$ cat config.mk
export PLATFORM = sky130hd
export DESIGN_NAME = selective_repeat_receiver_flat
export DESIGN_NICKNAME = d
export VERILOG_FILES = /design/src/srr_pkg.sv /design/src/srr_in_if.sv /design/src/srr_out_if.sv /design/src/srr_cfg_if.sv /design/src/srr_datapath.sv /design/src/srr_ctrl.sv /design/src/selective_repeat_receiver.sv /design/src/flat_wrapper.sv
export SDC_FILE = /design/constraint.sdc
export NUM_CORES = 1
export LEC_CHECK = 0
export BUFFER_PORTS_ARGS = -buffer_cell sky130_fd_sc_hd__buf_2
export CORE_MARGIN = 3
export CORE_UTILIZATION = 45
export DETAILED_ROUTE_END_ITERATION = 10
export PLACE_DENSITY = 0.72
export REMOVE_ABC_BUFFERS = 1
export SYNTH_ARGS = -nofsm -noshare
export SYNTH_HDL_FRONTEND = slang
export SYNTH_HIERARCHICAL = 1
export SYNTH_SLANG_ARGS = --single-unit
$ cat constraint.sdc
create_clock -name clk_i -period 8.78 [get_ports clk_i]
set_input_delay 1.756 -clock clk_i [delete_from_list [all_inputs] [get_ports clk_i]]
set_output_delay 1.756 -clock clk_i [all_outputs]
set_load 0.005 [all_outputs]
$ cat src/srr_pkg.sv
`timescale 1ns / 1ps

package srr_pkg;

  localparam int SEQ_W     = 32;
  localparam int CNT_W     = 16;
  localparam int WIN_W     = 6;
  localparam int CFG_IDX_W = 8;
  localparam int CFG_DAT_W = 32;

  localparam logic [CFG_IDX_W-1:0] REG_HDR_SEQ       = 8'd0;
  localparam logic [CFG_IDX_W-1:0] REG_SEGMENT_COUNT = 8'd1;
  localparam logic [CFG_IDX_W-1:0] REG_WINDOW_SIZE   = 8'd2;
  localparam logic [CFG_IDX_W-1:0] REG_TIMEOUT_TICKS = 8'd3;

  localparam logic [SEQ_W-1:0] FIRST_DATA_OFS = 32'd2;
  localparam logic [WIN_W-1:0] WINDOW_RESET   = 6'd16;
  localparam logic [CNT_W-1:0] TIMEOUT_RESET  = 16'd5;

  localparam logic [1:0] ACKS_DUP = 2'd3;
  localparam logic [1:0] ACKS_ONE = 2'd1;

  localparam logic ACTION_SEGMENT = 1'b0;
  localparam logic ACTION_TICK    = 1'b1;

  typedef struct packed {
    logic cap;
    logic eval;
    logic mark;
    logic walk_start;
    logic walk_adv;
  } srr_cmd_t;

  typedef struct packed {
    logic is_tick;
    logic tick_fire;
    logic seq_zero;
    logic below;
    logic drop;
    logic at_base;
    logic in_win;
    logic walk_go;
  } srr_stat_t;

  typedef struct packed {
    logic                 we;
    logic [CFG_IDX_W-1:0] idx;
    logic [CFG_DAT_W-1:0] data;
  } srr_cfg_t;

endpackage

$ cat src/srr_in_if.sv
`timescale 1ns / 1ps

interface srr_in_if;
  logic        valid;
  logic        ready;
  logic        action;
  logic [31:0] seq;
  logic        checksum_ok;

  modport source (output valid, output action, output seq, output checksum_ok, input ready);
  modport sink (input valid, input action, input seq, input checksum_ok, output ready);
endinterface

$ cat src/srr_out_if.sv
`timescale 1ns / 1ps

interface srr_out_if;
  logic        valid;
  logic        ready;
  logic [31:0] ack_seq;
  logic        store_enable;
  logic [15:0] store_index;
  logic        done_res;
  logic        last;

  modport source (output valid, output ack_seq, output store_enable, output store_index,
                  output done_res, output last, input ready);
  modport sink (input valid, input ack_seq, input store_enable, input store_index,
                input done_res, input last, output ready);
endinterface

$ cat src/srr_cfg_if.sv
`timescale 1ns / 1ps

interface srr_cfg_if;
  logic        valid;
  logic        ready;
  logic [7:0]  index;
  logic [31:0] data;

  modport source (output valid, output index, output data, input ready);
  modport sink (input valid, input index, input data, output ready);
endinterface

$ cat src/srr_datapath.sv
`timescale 1ns / 1ps

module srr_datapath import srr_pkg::*; #(
  parameter int MaxWindow = 32
) (
  input  logic             clk_i,
  input  logic             rst_ni,
  input  srr_cmd_t         cmd_i,
  output srr_stat_t        stat_o,
  input  srr_cfg_t         cfg_i,
  input  logic             action_i,
  input  logic [SEQ_W-1:0] seq_i,
  input  logic             checksum_ok_i,
  output logic [SEQ_W-1:0] ack_seq_o,
  output logic             store_enable_o,
  output logic [CNT_W-1:0] store_index_o,
  output logic             done_res_o
);

  localparam int SlotW = $clog2(MaxWindow);
  localparam int WinW  = $clog2(MaxWindow + 1);
  localparam int EffW  = (WinW > WIN_W) ? WinW : WIN_W;
  localparam logic [EffW-1:0]  MaxWinE    = EffW'(MaxWindow);
  localparam logic [SlotW:0]   MaxWinS    = (SlotW + 1)'(MaxWindow);
  localparam logic [SlotW-1:0] LastSlot   = SlotW'(MaxWindow - 1);

  logic [SEQ_W-1:0]     hdr_q, base_q;
  logic [CNT_W-1:0]     seg_cnt_q, timeout_q, idle_q, base_off_q;
  logic [WIN_W-1:0]     win_q;
  logic [SlotW-1:0]     base_slot_q;
  logic [MaxWindow-1:0] ring_q;
  logic [WinW-1:0]      step_q;

  logic                 act_q, ok_q;
  logic [SEQ_W-1:0]     seq_q, ack_q;
  logic [SlotW-1:0]     delta_q;
  logic [CNT_W-1:0]     off_q, idx_q;
  logic                 en_q;

  logic                 restart;
  logic [EffW-1:0]      win_e, eff_e;
  logic [WinW-1:0]      eff_win;
  logic [SEQ_W:0]       last_seq, win_end;
  logic [SEQ_W-1:0]     delta, off;
  logic [CNT_W-1:0]     idle_nx;
  logic [SlotW:0]       slot_sum, slot_w;
  logic [SlotW-1:0]     slot, base_slot_nx;

  assign restart = cfg_i.we && (cfg_i.idx == REG_HDR_SEQ);

  assign win_e   = EffW'(win_q);
  assign eff_e   = (win_q == '0) ? EffW'(1) : ((win_e > MaxWinE) ? MaxWinE : win_e);
  assign eff_win = eff_e[WinW-1:0];

  assign last_seq = {1'b0, hdr_q} + (SEQ_W + 1)'(seg_cnt_q) + (SEQ_W + 1)'(1);
  assign win_end  = {1'b0, base_q} + (SEQ_W + 1)'(eff_win);
  assign delta    = seq_q - base_q;
  assign off      = seq_q - hdr_q - FIRST_DATA_OFS;
  assign idle_nx  = (idle_q == '1) ? idle_q : idle_q + CNT_W'(1);

  assign slot_sum     = {1'b0, base_slot_q} + {1'b0, delta_q};
  assign slot_w       = (slot_sum >= MaxWinS) ? slot_sum - MaxWinS : slot_sum;
  assign slot         = slot_w[SlotW-1:0];
  assign base_slot_nx = (base_slot_q == LastSlot) ? '0 : base_slot_q + SlotW'(1);

  always_comb begin
    stat_o.is_tick   = (act_q == ACTION_TICK);
    stat_o.tick_fire = (idle_nx > timeout_q);
    stat_o.seq_zero  = (seq_q == '0);
    stat_o.below     = (seq_q < base_q);
    stat_o.drop      = !ok_q || ({1'b0, seq_q} > last_seq);
    stat_o.at_base   = (seq_q == base_q);
    stat_o.in_win    = ({1'b0, seq_q} < win_end);
    stat_o.walk_go   = (step_q < eff_win) && (base_off_q < seg_cnt_q) && ring_q[base_slot_q];
  end

  always_ff @(posedge clk_i or negedge rst_ni) begin
    if (!rst_ni) begin
      hdr_q       <= '0;
      seg_cnt_q   <= '0;
      win_q       <= WINDOW_RESET;
      timeout_q   <= TIMEOUT_RESET;
      base_q      <= FIRST_DATA_OFS;
      base_off_q  <= '0;
      base_slot_q <= '0;
      ring_q      <= '0;
      idle_q      <= '0;
      step_q      <= '0;
    end else begin
      if (cfg_i.we) begin
        case (cfg_i.idx)
          REG_HDR_SEQ:       hdr_q     <= cfg_i.data[SEQ_W-1:0];
          REG_SEGMENT_COUNT: seg_cnt_q <= cfg_i.data[CNT_W-1:0];
          REG_WINDOW_SIZE:   win_q     <= cfg_i.data[WIN_W-1:0];
          REG_TIMEOUT_TICKS: timeout_q <= cfg_i.data[CNT_W-1:0];
          default: ;
        endcase
      end
      if (restart) begin
        base_q      <= cfg_i.data[SEQ_W-1:0] + FIRST_DATA_OFS;
        base_off_q  <= '0;
        base_slot_q <= '0;
        ring_q      <= '0;
        idle_q      <= '0;
      end else begin
        if (cmd_i.eval) begin
          idle_q <= (act_q == ACTION_TICK) ? idle_nx : '0;
        end
        if (cmd_i.mark) begin
          ring_q[slot] <= 1'b1;
        end
        if (cmd_i.walk_adv) begin
          ring_q[base_slot_q] <= 1'b0;
          base_q              <= base_q + SEQ_W'(1);
          base_off_q          <= base_off_q + CNT_W'(1);
          base_slot_q         <= base_slot_nx;
        end
      end
      if (cmd_i.walk_start) begin
        step_q <= '0;
      end else if (cmd_i.walk_adv) begin
        step_q <= step_q + WinW'(1);
      end
    end
  end

  // item and result payload
  always_ff @(posedge clk_i) begin
    if (cmd_i.cap) begin
      act_q <= action_i;
      seq_q <= seq_i;
      ok_q  <= checksum_ok_i;
    end
    if (cmd_i.eval) begin
      delta_q <= delta[SlotW-1:0];
      off_q   <= off[CNT_W-1:0];
      ack_q   <= ((act_q == ACTION_TICK) || (seq_q == '0)) ? base_q - SEQ_W'(1) : seq_q;
      en_q    <= 1'b0;
      idx_q   <= '0;
    end
    if (cmd_i.mark) begin
      en_q  <= 1'b1;
      idx_q <= off_q;
    end
  end

  assign ack_seq_o      = ack_q;
  assign store_enable_o = en_q;
  assign store_index_o  = idx_q;
  assign done_res_o     = (base_off_q >= seg_cnt_q);

endmodule

$ cat src/srr_ctrl.sv
`timescale 1ns / 1ps

module srr_ctrl import srr_pkg::*; (
  input  logic      clk_i,
  input  logic      rst_ni,
  input  logic      in_valid_i,
  output logic      in_ready_o,
  output logic      out_valid_o,
  input  logic      out_ready_i,
  output logic      out_last_o,
  input  srr_stat_t stat_i,
  output srr_cmd_t  cmd_o
);

  localparam logic [2:0] S_IDLE = 3'd0;
  localparam logic [2:0] S_EVAL = 3'd1;
  localparam logic [2:0] S_MARK = 3'd2;
  localparam logic [2:0] S_WALK = 3'd3;
  localparam logic [2:0] S_EMIT = 3'd4;

  logic [2:0] state_q, state_d;
  logic [1:0] cnt_q, cnt_d;

  assign in_ready_o  = (state_q == S_IDLE);
  assign out_valid_o = (state_q == S_EMIT);
  assign out_last_o  = (cnt_q == ACKS_ONE);

  always_comb begin
    state_d          = state_q;
    cnt_d            = cnt_q;
    cmd_o            = '0;
    case (state_q)
      S_IDLE: begin
        if (in_valid_i) begin
          cmd_o.cap = 1'b1;
          state_d   = S_EVAL;
        end
      end
      S_EVAL: begin
        cmd_o.eval = 1'b1;
        if (stat_i.is_tick) begin
          cnt_d   = ACKS_DUP;
          state_d = stat_i.tick_fire ? S_EMIT : S_IDLE;
        end else if (stat_i.seq_zero) begin
          cnt_d   = ACKS_DUP;
          state_d = S_EMIT;
        end else if (stat_i.below) begin
          cnt_d   = ACKS_ONE;
          state_d = S_EMIT;
        end else if (stat_i.drop) begin
          state_d = S_IDLE;
        end else if (stat_i.at_base || stat_i.in_win) begin
          cnt_d   = ACKS_ONE;
          state_d = S_MARK;
        end else begin
          state_d = S_IDLE;
        end
      end
      S_MARK: begin
        cmd_o.mark = 1'b1;
        if (stat_i.at_base) begin
          cmd_o.walk_start = 1'b1;
          state_d          = S_WALK;
        end else begin
          state_d = S_EMIT;
        end
      end
      S_WALK: begin
        if (stat_i.walk_go) begin
          cmd_o.walk_adv = 1'b1;
        end else begin
          state_d = S_EMIT;
        end
      end
      S_EMIT: begin
        if (out_ready_i) begin
          if (cnt_q == ACKS_ONE) begin
            state_d = S_IDLE;
          end else begin
            cnt_d = cnt_q - 2'd1;
          end
        end
      end
      default: begin
        state_d = S_IDLE;
      end
    endcase
  end

  always_ff @(posedge clk_i or negedge rst_ni) begin
    if (!rst_ni) begin
      state_q <= S_IDLE;
      cnt_q   <= '0;
    end else begin
      state_q <= state_d;
      cnt_q   <= cnt_d;
    end
  end

endmodule

$ cat src/selective_repeat_receiver.sv
`timescale 1ns / 1ps
// Channel  Dir  Payload                                                  Handshake
// in_i     in   action, seq, checksum_ok                                 valid/ready
// out_o    out  ack_seq, store_enable, store_index, done_res, last        valid/ready
// cfg_i    in   index (register), data                                   valid/ready
//
// One item at a time: accept, decode, then mark a slot when the segment is stored.
// A segment at base walks the received slots, one per cycle, up to the window size.
// Results leave one per cycle while out_o is ready, from the output register; three for duplicate acks.
// Drop: decode. Acks: decode, emit. Store: decode, mark, emit. At base: mark, walk, emit.
// Reset and a header sequence write clear the received slots at once; cfg is always ready.
// A stalled output holds the block; no new item is taken until the last result goes.

module selective_repeat_receiver import srr_pkg::*; #(
  parameter int MaxWindow = 32
) (
  input logic        clk_i,
  input logic        rst_ni,
  srr_in_if.sink     in_i,
  srr_out_if.source  out_o,
  srr_cfg_if.sink    cfg_i
);

  srr_cmd_t  cmd;
  srr_stat_t stat;
  srr_cfg_t  cfg_wr;

  assign cfg_i.ready = 1'b1;
  assign cfg_wr.we   = cfg_i.valid;
  assign cfg_wr.idx  = cfg_i.index;
  assign cfg_wr.data = cfg_i.data;

  srr_ctrl u_ctrl (
    .clk_i       (clk_i),
    .rst_ni      (rst_ni),
    .in_valid_i  (in_i.valid),
    .in_ready_o  (in_i.ready),
    .out_valid_o (out_o.valid),
    .out_ready_i (out_o.ready),
    .out_last_o  (out_o.last),
    .stat_i      (stat),
    .cmd_o       (cmd)
  );

  srr_datapath #(
    .MaxWindow (MaxWindow)
  ) u_datapath (
    .clk_i          (clk_i),
    .rst_ni         (rst_ni),
    .cmd_i          (cmd),
    .stat_o         (stat),
    .cfg_i          (cfg_wr),
    .action_i       (in_i.action),
    .seq_i          (in_i.seq),
    .checksum_ok_i  (in_i.checksum_ok),
    .ack_seq_o      (out_o.ack_seq),
    .store_enable_o (out_o.store_enable),
    .store_index_o  (out_o.store_index),
    .done_res_o     (out_o.done_res)
  );

endmodule
$ cat src/flat_wrapper.sv
// flat-port wrapper written by rule: the top's interface ports become plain ports
module selective_repeat_receiver_flat import srr_pkg::*;
#(
  parameter int MaxWindow = 32
)
  (clk_i, rst_ni, in_i_valid, in_i_action, in_i_seq, in_i_checksum_ok, in_i_ready, out_o_valid, out_o_ack_seq, out_o_store_enable, out_o_store_index, out_o_done_res, out_o_last, out_o_ready, cfg_i_valid, cfg_i_index, cfg_i_data, cfg_i_ready);
  srr_in_if in_i_i ();
  srr_out_if out_o_i ();
  srr_cfg_if cfg_i_i ();
  input logic clk_i;
  input logic rst_ni;
  input wire logic [$bits(in_i_i.valid)-1:0] in_i_valid;
  input wire logic [$bits(in_i_i.action)-1:0] in_i_action;
  input wire logic [$bits(in_i_i.seq)-1:0] in_i_seq;
  input wire logic [$bits(in_i_i.checksum_ok)-1:0] in_i_checksum_ok;
  output wire logic [$bits(in_i_i.ready)-1:0] in_i_ready;
  output wire logic [$bits(out_o_i.valid)-1:0] out_o_valid;
  output wire logic [$bits(out_o_i.ack_seq)-1:0] out_o_ack_seq;
  output wire logic [$bits(out_o_i.store_enable)-1:0] out_o_store_enable;
  output wire logic [$bits(out_o_i.store_index)-1:0] out_o_store_index;
  output wire logic [$bits(out_o_i.done_res)-1:0] out_o_done_res;
  output wire logic [$bits(out_o_i.last)-1:0] out_o_last;
  input wire logic [$bits(out_o_i.ready)-1:0] out_o_ready;
  input wire logic [$bits(cfg_i_i.valid)-1:0] cfg_i_valid;
  input wire logic [$bits(cfg_i_i.index)-1:0] cfg_i_index;
  input wire logic [$bits(cfg_i_i.data)-1:0] cfg_i_data;
  output wire logic [$bits(cfg_i_i.ready)-1:0] cfg_i_ready;
  assign in_i_i.valid = in_i_valid;
  assign in_i_i.action = in_i_action;
  assign in_i_i.seq = in_i_seq;
  assign in_i_i.checksum_ok = in_i_checksum_ok;
  assign in_i_ready = in_i_i.ready;
  assign out_o_valid = out_o_i.valid;
  assign out_o_ack_seq = out_o_i.ack_seq;
  assign out_o_store_enable = out_o_i.store_enable;
  assign out_o_store_index = out_o_i.store_index;
  assign out_o_done_res = out_o_i.done_res;
  assign out_o_last = out_o_i.last;
  assign out_o_i.ready = out_o_ready;
  assign cfg_i_i.valid = cfg_i_valid;
  assign cfg_i_i.index = cfg_i_index;
  assign cfg_i_i.data = cfg_i_data;
  assign cfg_i_ready = cfg_i_i.ready;
  selective_repeat_receiver #(.MaxWindow(MaxWindow)) u_core (.clk_i(clk_i), .rst_ni(rst_ni), .in_i(in_i_i), .out_o(out_o_i), .cfg_i(cfg_i_i));
endmodule
==> results.md <==
* DR WL/cell at 19.5 um
* Total global routing overflow at 0
* CTS Sinks at 286
* Critical Path RT at 9200 ps
* Ys flop type: dfrtp_1
* Post-route DRC at 0
* Tcrit/Tclk final at 0.616
* CTS Root Cell: clkbuf_16
* Crit Path Class: reg2reg
* Post-CTS resize count at 0
* Area growth, synth to finish at 11.4%
* RSZ-0062 raised after global routing: no
* Clock Path Buffers at 3
* Vias per cell at 5.64
* RR Startpoint: u_core/u_datapath/hdr_q[0]$_DFFE_PN0P_
* Hold depth at 1
* Worst vdd ir at 0.163 mV
* Setup violators final at 0
* Die ar. at 0.0459 mm^2
* Yosys reg bits at 286
* Number of synthesized flops with an enable pin at 103
* Die H at 214 um
* Library cells used by synthesis at 85
* Max-Slew Margin vs Limit at 0.193
* Share of cells above drive strength 1 at 0.124
* Final TNS setup at 0 ps
* WHS Endpoint: u_core/u_datapath/store_enable_o$_SDFFE_PP1P_
* PD cells at 214 mW/mm^2
* Htree depth at 2
* Reg2Reg Setup Slack at 3370 ps
* Fin cells at 2,787
* Most common cell after layout, fill and taps aside: nand2_1
* Pre-antenna DRT Iters at 7
* Ys async rst share at 0.636
* Rows at 75
* Setup Buffers After CTS at 0
* Reg2reg end: u_core/u_ctrl/cnt_q[0]$_DFFE_PN0P_
* Max-slew violation count at 0
* Placed Cells at 2,722
* Chip width at 214 um
* Initial DRC count at 1,200
* Synth Warn # at 6
* F_max at 185 MHz
* Clk_lat worst skew at 560 ps
* Critical path arrival at 5830 ps
* Post-DP HPWL at 40.6 mm
* Antenna violations before repair at 5
* Post-Synthesis Cells at 2,085
* Worst-margin pin slew at 1210 ps
* HP Class: reg2reg
* Final net count at 2,465
* Largest net degree at the start of global routing at 105
* # IOs at 133
* Final Hold Fails at 0
* Hold buffers post-CTS at 0
* Inserted Clock Buffers at 35
* Leak at 0.00930 uW
* Register area share after synthesis at 0.393
* IO Port Bufs at 131
* First-pass GRT wire length at 86.4 mm
* Maximum Capacitance Violations at 0
* Vias at 15,722
* Outcome: finished, final reports clean
* Final antenna-violating net count at 0
* Total Routing Usage GR at 0.234
* GPL Wtd Cong at 0.936
* Initial Util at 0.460
* Syn Area/Cell at 9.36 um^2
* Routed WL at 54.2 mm
* Min Tclk post-route at 5410 ps
* Critical Path Sink Type: register
* Clock-pin slew on the worst setup and hold paths at 60 ps
* Most frequent cells in the layout: nand2_1, ha_1, dfrtp_1, nor2_1, a21oi_1
* Worst Hold Launch: u_core/u_datapath/store_enable_o$_SDFFE_PP1P_
* CP startpoint kind: register
* Reg2Reg Depth at 21
* Synth Cell Area at 0.0195 mm^2
* TritonCTS clock tree: built
* Vias in the first global route at 15,811
* Core ar. at 0.0424 mm^2
* Clk_skew at 24.1 ps
* CP Max Fanout at 9
-- synthesized netlist by cell type, drive strengths merged (4+ instances only) --
cell type,n,area (um^2)
or2,12,75.1
xnor2,131,1150
a21o,43,323
and4,9,80.1
nor4b,4,41.3
mux4,9,203
ha,199,2490
o21bai,5,37.5
nor2b,13,81.3
clkbuf,47,179
fa,5,100
dfrtp,178,4450
or4,5,41.3
a211oi,41,308
o211ai,6,45.0
o21ai,94,470
inv,136,510
and3,29,181
o21a,15,113
dfstp,4,105
o31ai,8,60.1
a31oi,5,31.3
nand4,54,344
nor2,160,601
nand2b,20,135
nor3,48,287
clkinv,4,15.0
nor3b,4,40.0
buf,36,205
and2,26,163
o31a,5,43.8
edfxtp,103,3090
xor2,57,499
or3,11,78.8
mux2i,8,80.1
a21oi,148,744
nand2,249,935
nor4,25,184
nand3,63,325
mux2,30,338
-- power by group --
| group | switching, uW | internal (uW) | total [uW] |
|---|---|---|---|
| Sequential | 223 | 1620 | 1840 |
| Combinational | 800 | 591 | 1390 |
| Clock | 579 | 839 | 1420 |
| Total | 1600 | 3050 | 4650 |
-- flip-flops by register name, summed over array words and instances (netlist names), 32 cells and up --
name                         cells
u_core/u_datapath/base_q        32
u_core/u_datapath/hdr_q         32
u_core/u_datapath/ring_q        32
u_core/u_datapath/ack_seq_o     32
u_core/u_datapath/seq_q         32
-- routing by layer --
metal / track usage / vias to the layer above / wire length [um]
met4: 0.0951 / 6 / 2010
met5: 0 / - / 45
met2: 0.378 / 528 / 24700
li1: - / 7567 / -
met3: 0.0424 / 124 / 3740
met1: 0.313 / 7497 / 23700
-- stage by stage --
stage	hold WS [ps]	utilization	setup WS [ps]	total power (uW)	area (um^2)
after floorplan	450	-	1370	2760	19100
after global placement	435	0.486	3670	3180	20600
after detailed placement	439	0.486	3490	3240	20600
after CTS	454	0.513	3450	4680	21700
after global routing	498	0.513	2960	4950	21700
final	450	0.513	3370	4650	21700
-- worst max path at each step --
stage / start / end / slack, ps / cells past startpoint
4_1_cts: u_core/u_datapath/hdr_q[0]$_DFFE_PN0P_ / u_core/u_ctrl/cnt_q[0]$_DFFE_PN0P_ / 3450 / 21
6_report: u_core/u_datapath/hdr_q[0]$_DFFE_PN0P_ / u_core/u_ctrl/cnt_q[0]$_DFFE_PN0P_ / 3370 / 21
3_5_place_dp: u_core/u_datapath/hdr_q[1]$_DFFE_PN0P_ / u_core/u_ctrl/cnt_q[0]$_DFFE_PN0P_ / 3490 / 19
3_3_place_gp: u_core/u_datapath/hdr_q[1]$_DFFE_PN0P_ / u_core/u_ctrl/cnt_q[0]$_DFFE_PN0P_ / 3670 / 19
2_1_floorplan: cfg_i_index[4] / u_core/u_datapath/base_q[0]$_DFFE_PN0P_ / 1370 / 4
5_1_grt: u_core/u_datapath/hdr_q[1]$_DFFE_PN0P_ / u_core/u_ctrl/cnt_q[1]$_DFFE_PN0P_ / 2960 / 19
-- critical path, stage by stage (launching register included) --
cell and delay (ps):
dfrtp_1 380, inv_1 80, ha_1 230, fa_1 420, nor2b_1 190, o31a_1 230, o2111ai_1 240, a21oi_1 270
o31a_1 400, nand4_1 170, xor2_1 170, ha_1 290, a21o_1 170, a21o_1 180, a221oi_1 370, o211ai_1 200
a21oi_1 220, a41o_1 110, o21ai_1 70, o21bai_1 190, a221o_1 380, mux2_1 320
-- final cells by class --
class	instances	area (um^2)
flip-flops and latches	286	7670
clock buffers	48	976
well taps	577	722
clock inverters	15	135
repair buffers	143	752
multi-input cells	1576	11000
diodes	2	5.00
inverters	140	526
fillers	3892	20700
-- cell families after synthesis --
logic type | synth area share
other cells | 0.000192
compound gates | 0.125
simple gates | 0.186
buf+inv | 0.0466
xor+xnor | 0.0844
mux | 0.0318
fa+ha+maj | 0.133
flops | 0.393
(Power assumes the default switching activity.)
